[src/rtl/hrb_pkg.sv]
`timescale 1ns / 1ps
// Package for the history ring buffer: widths, register and mode codes,
// sequencer states and the chain control struct. No dependencies.
package hrb_pkg;

  localparam int unsigned MaxDepth = 16;
  localparam int unsigned IdW      = 32;
  localparam int unsigned CntW     = 5;
  localparam int unsigned AddrW    = 3;

  localparam logic [IdW-1:0] EmptyMark = '1;

  localparam logic [1:0] ModeStream = 2'd0;
  localparam logic [1:0] ModeKeep   = 2'd1;
  localparam logic [1:0] ModeLatch  = 2'd2;

  localparam logic RegMode  = 1'b0;
  localparam logic RegDepth = 1'b1;

  typedef enum logic [1:0] {
    StIdle,
    StWalk,
    StFlush
  } hrb_state_e;

  typedef struct packed {
    logic clr;
    logic shift;
  } chain_ctl_t;

endpackage

[src/rtl/hrb_cell.sv]
`timescale 1ns / 1ps
// One storage cell of the history chain: holds one id, takes its
// neighbour's id on a shift. Depends on hrb_pkg.
module hrb_cell import hrb_pkg::*; (
  input  logic           clk_i,
  input  logic           rst_ni,
  input  chain_ctl_t     ctl_i,
  input  logic [IdW-1:0] din_i,
  output logic [IdW-1:0] q_o
);

  logic [IdW-1:0] val_q, val_d;

  always_comb begin
    val_d = val_q;
    if (ctl_i.clr) begin
      val_d = EmptyMark;
    end else if (ctl_i.shift) begin
      val_d = din_i;
    end
  end

  always_ff @(posedge clk_i or negedge rst_ni) begin
    if (!rst_ni) begin
      val_q <= EmptyMark;
    end else begin
      val_q <= val_d;
    end
  end

  assign q_o = val_q;

endmodule

[src/rtl/hrb_chain.sv]
`timescale 1ns / 1ps
// Row of hrb_cell instances, newest id at cell 0, and the tail tap at the
// current effective depth. Depends on hrb_pkg and hrb_cell.
module hrb_chain import hrb_pkg::*; #(
  parameter int unsigned MAX_DEPTH = MaxDepth
) (
  input  logic            clk_i,
  input  logic            rst_ni,
  input  chain_ctl_t      ctl_i,
  input  logic [IdW-1:0]  din_i,
  input  logic [CntW-1:0] depth_i,
  output logic [IdW-1:0]  tail_o
);

  localparam int unsigned IdxW = (MAX_DEPTH > 1) ? $clog2(MAX_DEPTH) : 1;

  logic [IdW-1:0]  cell_q [MAX_DEPTH];
  logic [CntW-1:0] tail_full;
  logic [IdxW-1:0] tail_idx;

  for (genvar i = 0; i < MAX_DEPTH; i++) begin : g_cell
    logic [IdW-1:0] cell_din;
    if (i == 0) begin : g_head
      assign cell_din = din_i;
    end else begin : g_body
      assign cell_din = cell_q[i-1];
    end
    hrb_cell u_cell (
      .clk_i  (clk_i),
      .rst_ni (rst_ni),
      .ctl_i  (ctl_i),
      .din_i  (cell_din),
      .q_o    (cell_q[i])
    );
  end

  assign tail_full = depth_i - CntW'(1);
  assign tail_idx  = IdxW'(tail_full);
  assign tail_o    = cell_q[tail_idx];

endmodule

[src/rtl/hrb_cfg.sv]
`timescale 1ns / 1ps
// APB register file for mode and history depth, and the effective depth.
// Depends on hrb_pkg.
module hrb_cfg import hrb_pkg::*; #(
  parameter int unsigned MAX_DEPTH = MaxDepth
) (
  input  logic             clk_i,
  input  logic             rst_ni,
  input  logic             psel,
  input  logic             penable,
  input  logic             pwrite,
  input  logic [AddrW-1:0] paddr,
  input  logic [31:0]      pwdata,
  output logic [31:0]      prdata,
  output logic             pready,
  output logic [1:0]       mode_o,
  output logic [CntW-1:0]  depth_o,
  output logic             wr_o
);

  logic [1:0]      mode_q, mode_d;
  logic [CntW-1:0] hdep_q, hdep_d;
  logic            wr;

  assign pready = 1'b1;
  assign wr     = psel & penable & pwrite;

  always_comb begin
    mode_d = mode_q;
    hdep_d = hdep_q;
    if (wr) begin
      case (paddr[2])
        RegMode:  mode_d = pwdata[1:0];
        RegDepth: hdep_d = pwdata[CntW-1:0];
        default:  mode_d = mode_q;
      endcase
    end
  end

  always_ff @(posedge clk_i or negedge rst_ni) begin
    if (!rst_ni) begin
      mode_q <= ModeKeep;
      hdep_q <= CntW'(1);
    end else begin
      mode_q <= mode_d;
      hdep_q <= hdep_d;
    end
  end

  always_comb begin
    case (paddr[2])
      RegMode:  prdata = {30'd0, mode_q};
      RegDepth: prdata = {{(32 - CntW){1'b0}}, hdep_q};
      default:  prdata = '0;
    endcase
  end

  always_comb begin
    if (mode_q == ModeLatch || hdep_q == '0) begin
      depth_o = CntW'(1);
    end else if (32'(hdep_q) > 32'(MAX_DEPTH)) begin
      depth_o = CntW'(MAX_DEPTH);
    end else begin
      depth_o = hdep_q;
    end
  end

  assign mode_o = mode_q;
  assign wr_o   = wr;

endmodule

[src/rtl/history_ring_buffer.sv]
`timescale 1ns / 1ps
// History ring buffer of 32-bit ids, top level. Depends on hrb_pkg,
// hrb_cfg, hrb_chain and hrb_cell.
//
// Input stream: tuser selects push (0) or history read (1), tdata carries the id.
// Output stream: tdata = value and fill count, tuser = value valid, tlast
// marks the final result of a transaction. Ids live in a chain of cells,
// newest first; in keep and latch modes a push shifts the chain and returns
// the id falling off the tail at the effective depth D.
// A push is answered in the cycle after acceptance from the output register
// and a new push is taken every cycle while the output is drained. A history
// read rotates the chain once through all D cells, one cell a cycle, then
// flushes the last pending entry; no input is taken until the flush is done.
// One entry is held back to find the final result, so results appear
// from the second non-empty cell on.
// A stalled receiver holds the output register; the rotation then waits on
// each non-empty cell after the first. Reset gives keep-last mode, depth one,
// and an empty store; any register write empties the store.
module history_ring_buffer import hrb_pkg::*; #(
  parameter int unsigned MAX_DEPTH = MaxDepth
) (
  input  logic             clk_i,
  input  logic             rst_ni,
  // APB configuration
  input  logic             psel,
  input  logic             penable,
  input  logic             pwrite,
  input  logic [AddrW-1:0] paddr,
  input  logic [31:0]      pwdata,
  output logic [31:0]      prdata,
  output logic             pready,
  // input transactions
  input  logic             s_axis_tvalid,
  output logic             s_axis_tready,
  input  logic [31:0]      s_axis_tdata,  // [31:0] block_value
  input  logic             s_axis_tuser,  // [0] kind
  // results
  output logic             m_axis_tvalid,
  input  logic             m_axis_tready,
  output logic [39:0]      m_axis_tdata,  // [31:0] value, [36:32] fill_count, rest 0
  output logic             m_axis_tuser,  // [0] value_valid
  output logic             m_axis_tlast
);

  logic [1:0]      mode;
  logic [CntW-1:0] depth;
  logic            cfg_wr;
  logic            stores;

  hrb_state_e      state_q, state_d;
  chain_ctl_t      ctl;
  logic [IdW-1:0]  shift_din, tail;

  logic [CntW-1:0] held_q, held_d;
  logic [CntW-1:0] step_q, step_d;
  logic [IdW-1:0]  pend_q, pend_d;
  logic            pend_v_q, pend_v_d;

  logic            ov_q, ov_d;
  logic [IdW-1:0]  oval_q, oval_d;
  logic            ovv_q, ovv_d;
  logic            olast_q, olast_d;
  logic [CntW-1:0] ofill_q, ofill_d;

  logic            out_free, in_fire, adv, load;
  logic [IdW-1:0]  ld_val;
  logic            ld_vv, ld_last;

  hrb_cfg #(.MAX_DEPTH(MAX_DEPTH)) u_cfg (
    .clk_i   (clk_i),
    .rst_ni  (rst_ni),
    .psel    (psel),
    .penable (penable),
    .pwrite  (pwrite),
    .paddr   (paddr),
    .pwdata  (pwdata),
    .prdata  (prdata),
    .pready  (pready),
    .mode_o  (mode),
    .depth_o (depth),
    .wr_o    (cfg_wr)
  );

  hrb_chain #(.MAX_DEPTH(MAX_DEPTH)) u_chain (
    .clk_i   (clk_i),
    .rst_ni  (rst_ni),
    .ctl_i   (ctl),
    .din_i   (shift_din),
    .depth_i (depth),
    .tail_o  (tail)
  );

  assign stores   = (mode == ModeKeep) || (mode == ModeLatch);
  assign out_free = !ov_q || m_axis_tready;
  assign in_fire  = s_axis_tvalid && s_axis_tready;

  // sequencer outputs
  always_comb begin
    s_axis_tready = 1'b0;
    ctl.clr       = cfg_wr;
    ctl.shift     = 1'b0;
    shift_din     = tail;
    adv           = 1'b0;
    load          = 1'b0;
    ld_val        = EmptyMark;
    ld_vv         = 1'b0;
    ld_last       = 1'b1;
    pend_d        = pend_q;
    pend_v_d      = pend_v_q;
    case (state_q)
      StIdle: begin
        s_axis_tready = out_free;
        if (in_fire && !s_axis_tuser) begin
          load = 1'b1;
          if (stores) begin
            ctl.shift = 1'b1;
            shift_din = s_axis_tdata;
            ld_val    = tail;
            ld_vv     = (tail != EmptyMark);
          end
        end
      end
      StWalk: begin
        if (tail == EmptyMark) begin
          adv = 1'b1;
        end else if (!pend_v_q) begin
          adv      = 1'b1;
          pend_d   = tail;
          pend_v_d = 1'b1;
        end else if (out_free) begin
          adv     = 1'b1;
          pend_d  = tail;
          load    = 1'b1;
          ld_val  = pend_q;
          ld_vv   = 1'b1;
          ld_last = 1'b0;
        end
        ctl.shift = adv;
      end
      StFlush: begin
        if (out_free) begin
          load     = 1'b1;
          ld_val   = pend_v_q ? pend_q : EmptyMark;
          ld_vv    = pend_v_q;
          pend_v_d = 1'b0;
        end
      end
      default: begin
        s_axis_tready = 1'b0;
      end
    endcase
  end

  // next state
  always_comb begin
    state_d = state_q;
    case (state_q)
      StIdle:  if (in_fire && s_axis_tuser) state_d = StWalk;
      StWalk:  if (adv && step_q == CntW'(1)) state_d = StFlush;
      StFlush: if (out_free) state_d = StIdle;
      default: state_d = StIdle;
    endcase
  end

  always_comb begin
    step_d = step_q;
    held_d = held_q;
    if (cfg_wr) begin
      held_d = '0;
    end else if (in_fire && !s_axis_tuser && stores && held_q < depth) begin
      held_d = held_q + CntW'(1);
    end
    if (in_fire && s_axis_tuser) begin
      step_d = depth;
    end else if (adv) begin
      step_d = step_q - CntW'(1);
    end
  end

  always_comb begin
    ov_d    = ov_q;
    oval_d  = oval_q;
    ovv_d   = ovv_q;
    olast_d = olast_q;
    ofill_d = ofill_q;
    if (load) begin
      ov_d    = 1'b1;
      oval_d  = ld_val;
      ovv_d   = ld_vv;
      olast_d = ld_last;
      ofill_d = held_d;
    end else if (m_axis_tready) begin
      ov_d = 1'b0;
    end
  end

  always_ff @(posedge clk_i or negedge rst_ni) begin
    if (!rst_ni) begin
      state_q  <= StIdle;
      held_q   <= '0;
      step_q   <= '0;
      pend_v_q <= 1'b0;
      ov_q     <= 1'b0;
    end else begin
      state_q  <= state_d;
      held_q   <= held_d;
      step_q   <= step_d;
      pend_v_q <= pend_v_d;
      ov_q     <= ov_d;
    end
  end

  always_ff @(posedge clk_i) begin
    pend_q  <= pend_d;
    oval_q  <= oval_d;
    ovv_q   <= ovv_d;
    olast_q <= olast_d;
    ofill_q <= ofill_d;
  end

  assign m_axis_tvalid = ov_q;
  assign m_axis_tdata  = {3'd0, ofill_q, oval_q};
  assign m_axis_tuser  = ovv_q;
  assign m_axis_tlast  = olast_q;

endmodule
[config.mk]
export PLATFORM = sky130hd
export DESIGN_NAME = history_ring_buffer
export DESIGN_NICKNAME = d
export VERILOG_FILES = /design/src/rtl/hrb_pkg.sv /design/src/rtl/hrb_cell.sv /design/src/rtl/hrb_chain.sv /design/src/rtl/hrb_cfg.sv /design/src/rtl/history_ring_buffer.sv
export SDC_FILE = /design/constraint.sdc
export NUM_CORES = 1
export LEC_CHECK = 0
export BUFFER_PORTS_ARGS = -buffer_cell sky130_fd_sc_hd__buf_2
export CELL_PAD_IN_SITES_DETAIL_PLACEMENT = 1
export CELL_PAD_IN_SITES_GLOBAL_PLACEMENT = 1
export CORE_MARGIN = 5
export CORE_UTILIZATION = 40
export DETAILED_ROUTE_END_ITERATION = 10
export PLACE_DENSITY = 0.74
export SLEW_MARGIN = 20
export SYNTH_ARGS = -nofsm -noshare
export SYNTH_HDL_FRONTEND = slang
export SYNTH_SLANG_ARGS = --single-unit
[constraint.sdc]
create_clock -name clk_i -period 13.2 [get_ports clk_i]
set_input_delay 3.3 -clock clk_i [delete_from_list [all_inputs] [get_ports clk_i]]
set_output_delay 3.3 -clock clk_i [all_outputs]
set_load 0.005 [all_outputs]
# Word-level counts from Yosys, hierarchy flattened
# Cells that the tools add are included.
# Widths: inputs -> output; s select.
totals:
  wordCells: 157
  output_inout_bits: 77
  regBits: 604
  in_bits: 75
op_classes:
  order_cmp: 3
  reduce_logical: 23
  muxes: 81
  n_addsub: 3
  bitwise: 7
  eq_ne: 12
op_table:
  columns: ["op", "n"]
  rows:
  - ["$mux 32", 46]
  - ["$bmux 32 s4", 1]
  - ["$pmux 32 s3", 1]
  - ["$pmux 32 s2", 1]
  - ["$eq 32x32->1 const B", 1]
  - ["$ne 32x32->1 const B", 1]
  - ["$mux 5", 6]
  - ["$mux 1", 18]
  - ["$reduce_and 3->1", 3]
  - ["$ne 2x2->1 const B", 4]
  - ["$reduce_bool 2->1", 4]
  - ["$logic_and 1x1->1", 6]
  - ["$mux 2", 3]
  - ["$pmux 1 s3", 2]
  - ["$pmux 2 s3", 1]
  - ["$add 5x1->5 const B", 1]
  - ["$eq 5x1->1 const B", 1]
  - ["$ge 5x5->1 const B", 1]
  - ["$gt 5x5->1 const B", 1]
  - ["$logic_not 5->1", 1]
  - ["$lt 5x5->1", 1]
  - ["$not 4->5", 1]
  - ["$sub 5x1->5 const B", 1]
  - ["$eq 2x1->1 const B", 2]
  - ["11 further kinds", 21]

# Longest topological paths before layout
# Gate-level depths: netlist of run 1.
logic_depth:
  word_depth: 14
  depth_mapped: 26
  depth_no_buf: 17

# Modules after synthesis
# A second synthesis of run 1 with hierarchy kept.
unflattened:
  hier_cells: 2387
  area_unflattened_um2: 31506.5
modules_own_cells:
  columns: ["mod", "instances", "area_per_inst_um2", "seq_area_each_um2", "cells_each"]
  rows:
  - ["hrb_cell", 16, 1418.9, 840.8, 106]
  - ["hrb_chain", 1, 4121.5, 0.0, 320]
  - ["history_ring_buffer", 1, 4088.9, 2482.4, 311]
  - ["hrb_cfg", 1, 594.3, 177.7, 60]

# Least setup slack after synthesis of run 1
# No wires, ideal clock.
synth_path:
  kind: "input to output"
  startpoint: "input m_axis_tready"
  endpoint: "output s_axis_tready"
  t_required_ns: 9.900
  setup_slack_ns: 6.280
  path_buffers: 0
  cell_stages: 2
  arrival_ns: 3.620
  cell_sequence: "nor2b_1 -> nor3_1"
synth_via:
  elab_chain_cells: 2
synth_lines:
  columns: ["item", "line", "source"]
  rows:
  - ["start: declaration", "history_ring_buffer.sv:39", "input logic m_axis_tready,"]
  - ["$logic_or 1x1->1", "history_ring_buffer.sv:94", "assign out_free = !ov_q || m_axis_tready;"]
  - ["$mux 1", "history_ring_buffer.sv:110", "case (state_q)"]
  - ["end: declaration", "history_ring_buffer.sv:34", "output logic s_axis_tready,"]
# Every way passes these cells.

# Worst setup path after layout of run 1
layout_path:
  startpoint: "register u_cfg.mode_q[0] (netlist: u_cfg.mode_o[0])"
  endpoint: "register u_chain.g_cell[12].u_cell.val_q[16]"
layout_via:
  elab_chain_cells: 12
  word_cells_on_any_way: 16
  classes_between: "add/sub: 1; eq/ne: 3; mux: 8; bitwise: 1; reduce/logical: 3"
layout_lines:
  columns: ["item", "line", "source"]
  rows:
  - ["start: declaration", "hrb_cfg.sv:21", "logic [1:0] mode_q, mode_d;"]
  - ["start signal: assignment", "hrb_cfg.sv:42", "mode_q <= ModeKeep;"]
  - ["start signal: assignment", "hrb_cfg.sv:45", "mode_q <= mode_d;"]
  - ["$eq 2x2->1", "hrb_cfg.sv:59", "if (mode_q == ModeLatch || hdep_q == '0) begin"]
  - ["$logic_or 1x1->1", "hrb_cfg.sv:59", null]
  - ["$mux 5", "hrb_cfg.sv:59", null]
  - ["$sub 4x1->4", "hrb_chain.sv:37", "assign tail_full = depth_i - CntW'(1);"]
  - ["$not 4->5 (not written as such)", "hrb_chain.sv:39", "assign tail_o = cell_q[tail_idx];"]
  - ["$bmux 32 s4", "hrb_chain.sv:39", null]
  - ["$mux 32 (not written as such) (2 in a row)", "hrb_chain.sv:39", null]
  - ["net tail[5]", "history_ring_buffer.sv:52", "logic [IdW-1:0] shift_din, tail;"]
  - ["$eq 32x32->1", "history_ring_buffer.sv:124", "if (tail == EmptyMark) begin"]
  - ["$mux 1", "history_ring_buffer.sv:124", null]
  - ["$pmux 1 s2", "history_ring_buffer.sv:110", null]
  - ["$reduce_bool 2->1 (no source line)", null, null]
  - ["end signal: assignment", "hrb_cell.sv:25", "val_q <= EmptyMark;"]
  - ["end signal: assignment", "hrb_cell.sv:27", "val_q <= val_d;"]
  - ["end: declaration", "hrb_cell.sv:12", "logic [IdW-1:0] val_q, val_d;"]
# The timed path passes the listed nets, and every way through them passes these cells. The select of a mux whose other input is x is not followed.
# A chain may end at the register's enable or synchronous reset.

==> results of run 1 <==
[logic make-up (layout without fill, tap and decap cells)]
kind of cell,Yosys count,count (layout),share of synthesized area [%]
xor gates and xnor gates,10,10,0.298
muxes,125,125,7.85
adders and majority gates,9,9,0.383
AOI/OAI and AO/OA,260,260,6.22
and+or+nand+nor,1745,1745,25.4
other,2,32,0.0256
buffers and inverters,291,272,5.00
DFF,604,604,54.9
[stage by stage]
stage               util [%]  instance area (sq um)  hold WS, ns
floorplan                  -                  29500        0.465
global placement        41.5                  30200        0.474
detailed placement      41.5                  30200        0.483
CTS                     44.6                  32500        0.473
global route            44.7                  32600        0.494
finish                  44.7                  32600        0.475
[registers in the layout, summed over array words and instances, names as in the netlist, 2 cells and up]
register,cells
u_cfg.mode_o,2
u_cfg.hdep_q,5
ofill_q,5
step_q,5
oval_q,32
held_q,5
state_q,2
u_chain.g_cell.u_cell.q_o,512
pend_q,32
[worst reg2reg max path: cells and delay by family (launching register included)]
family                   cells  cell delay [ns]
adder cells (fa/ha/maj)      2             0.85
flip-flops                   1             0.36
AO/OA/AOI/OAI                1             0.49
AND/OR/NAND/NOR             10             3.25
buffers and inverters        7             2.83
[cell type report]
type / count / area share, %
Clock buffer: 100 / 6.30
Inverter: 15 / 0.204
Antenna cell: 1 / 0.00768
Multi-Input combinational cell: 2180 / 36.9
Clock inverter: 22 / 0.684
Timing Repair Buffer: 135 / 2.79
Tap cell: 959 / 3.68
Sequential cell: 604 / 49.5
[worst max path at each step]
stage	start	endpoint	slack, ns	cells past startpoint
after floorplan	m_axis_tready	s_axis_tready	6.28	2
after global placement	u_cfg.mode_o[0]$_DFFE_PN1P_	u_chain.g_cell[4].u_cell.q_o[13]$_DFFE_PN1P_	5.27	20
after CTS	u_cfg.mode_o[0]$_DFFE_PN1P_	u_chain.g_cell[7].u_cell.q_o[17]$_DFFE_PN1P_	5.06	20
after detailed placement	u_cfg.mode_o[0]$_DFFE_PN1P_	u_chain.g_cell[12].u_cell.q_o[25]$_DFFE_PN1P_	5.10	20
after global routing	u_cfg.mode_o[0]$_DFFE_PN1P_	u_chain.g_cell[7].u_cell.q_o[17]$_DFFE_PN1P_	4.75	20
final	u_cfg.mode_o[0]$_DFFE_PN1P_	u_chain.g_cell[12].u_cell.q_o[16]$_DFFE_PN1P_	5.31	20
[layout by cell type (no fill, tap or decap), types with 14 or more instances in the layout]
cell	count
o21ai_1	22
buf_4	31
mux2i_1	30
clkbuf_16	73
a21oi_1	21
edfxtp_1	71
o21ai_0	26
nand3_1	510
buf_2	90
dfrtp_1	19
o22ai_1	50
nand4_1	19
conb_1	31
mux4_2	83
dfstp_2	514
clkbuf_1	14
nand2_1	1069
a22oi_1	15
a211oi_1	14
nor2_1	75
o22a_1	41
[power by group]
part           total, W  internal (W)  switching, W
registers       0.00428       0.00354      0.000736
clock network   0.00194       0.00114      0.000796
logic           0.00432       0.00161       0.00271
total            0.0105       0.00629       0.00424
[per-layer routing]
layer / global-route usage (%) / vias up
met5: 0 / -
met4: 5.66 / 2
met3: 3.53 / 127
met2: 34.8 / 521
met1: 29.5 / 11965
li1: - / 10325
==> results.cfg, run 1 <==
[outcome]
outcome = complete, no violations

[grt]
gr-total-overflow = 0
grt_pass1_wl_um = 137000
grt_usage_pct = 21.2
antenna_found_initial = 1
grt_max_degree = 249
grt_pass1_vias = 24304

[logic_synthesis]
synthCells = 3046
netlist_area_sq_mm = 0.0294
synthArstFlopShare_pct = 88.2
ys.flop_type = dfstp_2
synth-seq-cells = 604
yosysMostFrequentCell = nand2_1
synth_common_cells = nand2_1, dfstp_2, nand3_1, clkbuf_1, buf_2
synth-edff-count = 71
yosysWarningCount = 0
synth_area_leaders = dfstp_2, nand2_1, nand3_1
synth_top_area_share_pct = 46.0
ys_seq_area_share_pct = 54.9
yosys.cell_types.count = 70
postSynthAreaPerCell_sq_um = 9.64
yosysTopAreaCell = dfstp_2

[setup_path]
critPathBufInv = 7
crit_family = simple AND/OR/NAND/NOR gates
setup.worst_path.start_class = flip-flop
r2r-start = u_cfg.mode_o[0]$_DFFE_PN1P_
cp_data_required_time_ns = 13.71
cp_slowest_cell = nor2_1
worstPathCellList = inv_1, ha_1, clkinv_1, nand3_4, inv_8, ha_1, buf_4, inv_4, o21ai_0, nor2_1, nand3_1, and4_1, and2_1, and4_1, nand4_1, buf_4, and3_4, buf_4, nand2_1, nand3_1
r2r-end = u_chain.g_cell[12].u_cell.q_o[16]$_DFFE_PN1P_
endpoint_kind = flip-flop
critical_path_peak_fanout = 84
crit_arrival_ns = 8.40
critPathMaxStageDelay_ns = 0.97
cp_common_cell = buf_4
rr_worst_depth = 20
ff2ff_setup_slack_ns = 5.31
crit_type = flip-flop to flip-flop

[route]
drt_wl_total_um = 84900
ant_nets = 0
first_pass_iters = 5
wl_met2_um = 40300
drc_errors = 0
wl_met3_um = 4190
topRoutingLayerUsed = met5
via_per_inst = 5.71
wl_per_cell_um = 21.1
wl_met1_um = 38400
drt_iter0_drc = 1764
routed-via-count = 22940

[clock_tree]
cts_root_buf = clkbuf_16
cts_buffers = 69
cts_tree = built
post_cts.repair.setup_buffers = 0
cts_sinks = 604
cts_resized = 0
clk_pin_slew_worst_paths_ns = 0.06
clkLatencyLatePin_ns = 0.62
cts_buffer_depth = 3
ctsHoldBuffers = 0
cts_htree_levels = 3

[floorplanning]
die_w_um = 281
die_area_sq_mm = 0.0790
start_util_pct = 40.3
rows = 99
fp.coreArea_sq_mm = 0.0728
die_h_um = 281
io_pins = 152

[final_layout]
final_cells = 4016
fillerInstances = 8116
seqCellArea_sq_mm = 0.0161
nets = 3089
drive_gt1_share_pct = 28.8
multi_input_area_sq_mm = 0.0120
syn_to_final_growth_pct = 10.9

[min_path]
hold_start = u_chain.g_cell[12].u_cell.q_o[14]$_DFFE_PN1P_
min_path_cells = 2
worst_hold_path.endpoint = u_chain.g_cell[13].u_cell.q_o[14]$_DFFE_PN1P_
hold_path.class = flip-flop to flip-flop

[sta]
layout_setup_ws_ns = 5.31
slew_headroom_pct = 12.1
setup_viol = 0
finalHoldViolCount = 0
skew_ns = 0.0343
final_max_slew_viol_count = 0
tns_ns = 0
layout_min_cycle_time_ns = 7.89
tightest_slew_ns = 1.31
period_share_pct = 59.8
rsz0062_at_grt = no
max_freq_mhz = 127

[placement]
hpwl_um = 50900
dpl.cell_count = 3891
place_congestion = 0.814
dp_slack_ns = 5.10
portBuffers = 91

[power_and_ir_drop]
power_w = 0.0105
irDropWorstVdd_mv = 0.163
leakage_nw = 13.9
powerDensity_mw_per_mm2 = 323

[run]
maxCapViolations = 0
No activity file was read; power rests on OpenSTA's default activity.
==> inputs of run 2 (changes only) <==
clock period = 7.86 ns   (was 13.2 ns; I/O delays follow)
==> results.cfg, run 2 (same netlist as run 1, synthesis figures left out) <==
[clock_tree]
ctsHoldBuffers = 0
cts_sinks = 604
cts_buffers = 66
cts_resized = 0
clk_pin_slew_worst_paths_ns = 0.06
post_cts.repair.setup_buffers = 0
cts_htree_levels = 3
cts_root_buf = clkbuf_16
cts_tree = built
cts_buffer_depth = 3
clkLatencyLatePin_ns = 0.62

[final_layout]
drive_gt1_share_pct = 29.0
nets = 3106
mostFrequentLayoutCells = nand2_1, dfstp_2, nand3_1, buf_2, mux4_2
largest_reg_flops = 512
antenna_cells = 0
layout.cells.most_common = nand2_1
syn_to_final_growth_pct = 11.4
final_cells = 4026
fillerInstances = 8145

[route]
routed-via-count = 23129
via_per_inst = 5.74
drt_wl_total_um = 85300
ant_nets = 0
drt_iter0_drc = 1685
wl_per_cell_um = 21.2
drc_errors = 0
first_pass_iters = 5

[placement]
portBuffers = 91
hpwl_um = 52900
dpl.cell_count = 3911
place_congestion = 0.822

[setup_path]
endpoint_kind = flip-flop
worst-path-stages = 18
r2r-end = u_chain.g_cell[9].u_cell.q_o[15]$_DFFE_PN1P_
crit_start = u_cfg.mode_o[0]$_DFFE_PN1P_
rr_worst_depth = 18
cp_slowest_cell = nor2_1
cp_data_required_time_ns = 8.35
ff2ff_setup_slack_ns = 1.13
crit_arrival_ns = 7.22
r2r-start = u_cfg.mode_o[0]$_DFFE_PN1P_
crit_path_end = u_chain.g_cell[9].u_cell.q_o[15]$_DFFE_PN1P_
setup.worst_path.start_class = flip-flop
critPathBufInv = 5
critPathMaxStageDelay_ns = 0.74
worstPathCellList = inv_1, ha_1, clkinv_1, nand3_4, inv_8, ha_1, xnor2_1, buf_4, nand2_1, o22ai_1, nor2_1, nand4_1, nor4_2, nand4_1, and3_4, buf_12, nand2_1, nand3_1
critical_path_peak_fanout = 189
crit_type = flip-flop to flip-flop
crit_family = simple AND/OR/NAND/NOR gates

[floorplanning]
rows = 99
io_pins = 152
start_util_pct = 40.3
die_h_um = 281
die_w_um = 281
fp.coreArea_sq_mm = 0.0728
die_area_sq_mm = 0.0790

[grt]
grt_max_degree = 190
grt_pass1_vias = 24237
gr-total-overflow = 0
grt_pass1_wl_um = 137000
antenna_found_initial = 1
grt_usage_pct = 21.1

[outcome]
outcome = complete, no violations

[sta]
layout_min_cycle_time_ns = 6.73
tightest_slew_ns = 1.18
final_max_slew_viol_count = 0
finalHoldViolCount = 0
period_share_pct = 85.7
skew_ns = 0.0257
rsz0062_at_grt = no
max_freq_mhz = 148
setup_viol = 0
slew_headroom_pct = 21.3
tns_ns = 0

[run]
maxCapViolations = 0

[power_and_ir_drop]
irDropWorstVdd_mv = 0.421
leakage_nw = 14.0
powerDensity_mw_per_mm2 = 543

[min_path]
hold_path.class = flip-flop to flip-flop
==> run 2: cell type report <==
class                           count  area [sq um]  area share, %
Tap cell                          959          1200           3.67
Inverter                           15          66.3          0.203
Sequential cell                   604         16100           49.3
Clock inverter                     21           270          0.826
Multi-Input combinational cell   2180         12000           36.6
Timing Repair Buffer              155          1180           3.60
Clock buffer                       92          1910           5.85
==> run 2: worst register-to-register path: cells and delay by family (launching register included) <==
kind / cells / cell delay, ns
buffers and inverters: 5 / 1.30
AOI/OAI and AO/OA: 1 / 0.20
xor gates and xnor gates: 1 / 0.15
DFF: 1 / 0.36
and+or+nand+nor: 9 / 3.79
adders and majority gates: 2 / 0.82
==> run 2: worst min path at each step <==
stage                                                              from                                            end  slack [ns]  cells after the start
after floorplan           u_chain.g_cell[15].u_cell.q_o[21]$_DFFE_PN1P_  u_chain.g_cell[15].u_cell.q_o[21]$_DFFE_PN1P_        0.46                      2
after detailed placement  u_chain.g_cell[15].u_cell.q_o[25]$_DFFE_PN1P_  u_chain.g_cell[15].u_cell.q_o[25]$_DFFE_PN1P_        0.48                      2
final                      u_chain.g_cell[2].u_cell.q_o[23]$_DFFE_PN1P_   u_chain.g_cell[3].u_cell.q_o[23]$_DFFE_PN1P_        0.48                      2
after global routing      u_chain.g_cell[15].u_cell.q_o[16]$_DFFE_PN1P_  u_chain.g_cell[15].u_cell.q_o[16]$_DFFE_PN1P_        0.50                      2
after CTS                  u_chain.g_cell[2].u_cell.q_o[23]$_DFFE_PN1P_   u_chain.g_cell[3].u_cell.q_o[23]$_DFFE_PN1P_        0.48                      2
after global placement    u_chain.g_cell[15].u_cell.q_o[13]$_DFFE_PN1P_  u_chain.g_cell[15].u_cell.q_o[13]$_DFFE_PN1P_        0.47                      2
==> run 2: where the power goes <==
group	internal (W)	switching, W
Clock	0.00187	0.00131
Sequential	0.00595	0.00124
Combinational	0.00284	0.00458
Total	0.0107	0.00712
==> run 2: routing by layer <==
layer  GRT usage [%]  up-vias  part of all wire, %
met5               0        -                    0
met2            35.0      496                   48
met3            2.42      125                  4.2
met1            29.7    12176                   45
met4            5.88        0                  2.3
li1                -    10332                    -
==> run 2: per-stage QoR <==
stage	total power, W	instance area (sq um)	setup slack (ns)	util (%)	hold WS [ns]
finish	0.0178	32700	1.13	44.9	0.484
global route	0.0189	32700	1.04	44.9	0.497
CTS	0.0178	32700	1.35	44.9	0.485
detailed placement	0.0145	30500	1.45	41.9	0.479
global placement	0.0140	30500	1.64	41.9	0.474
floorplan	0.0120	29500	1.21	-	0.465
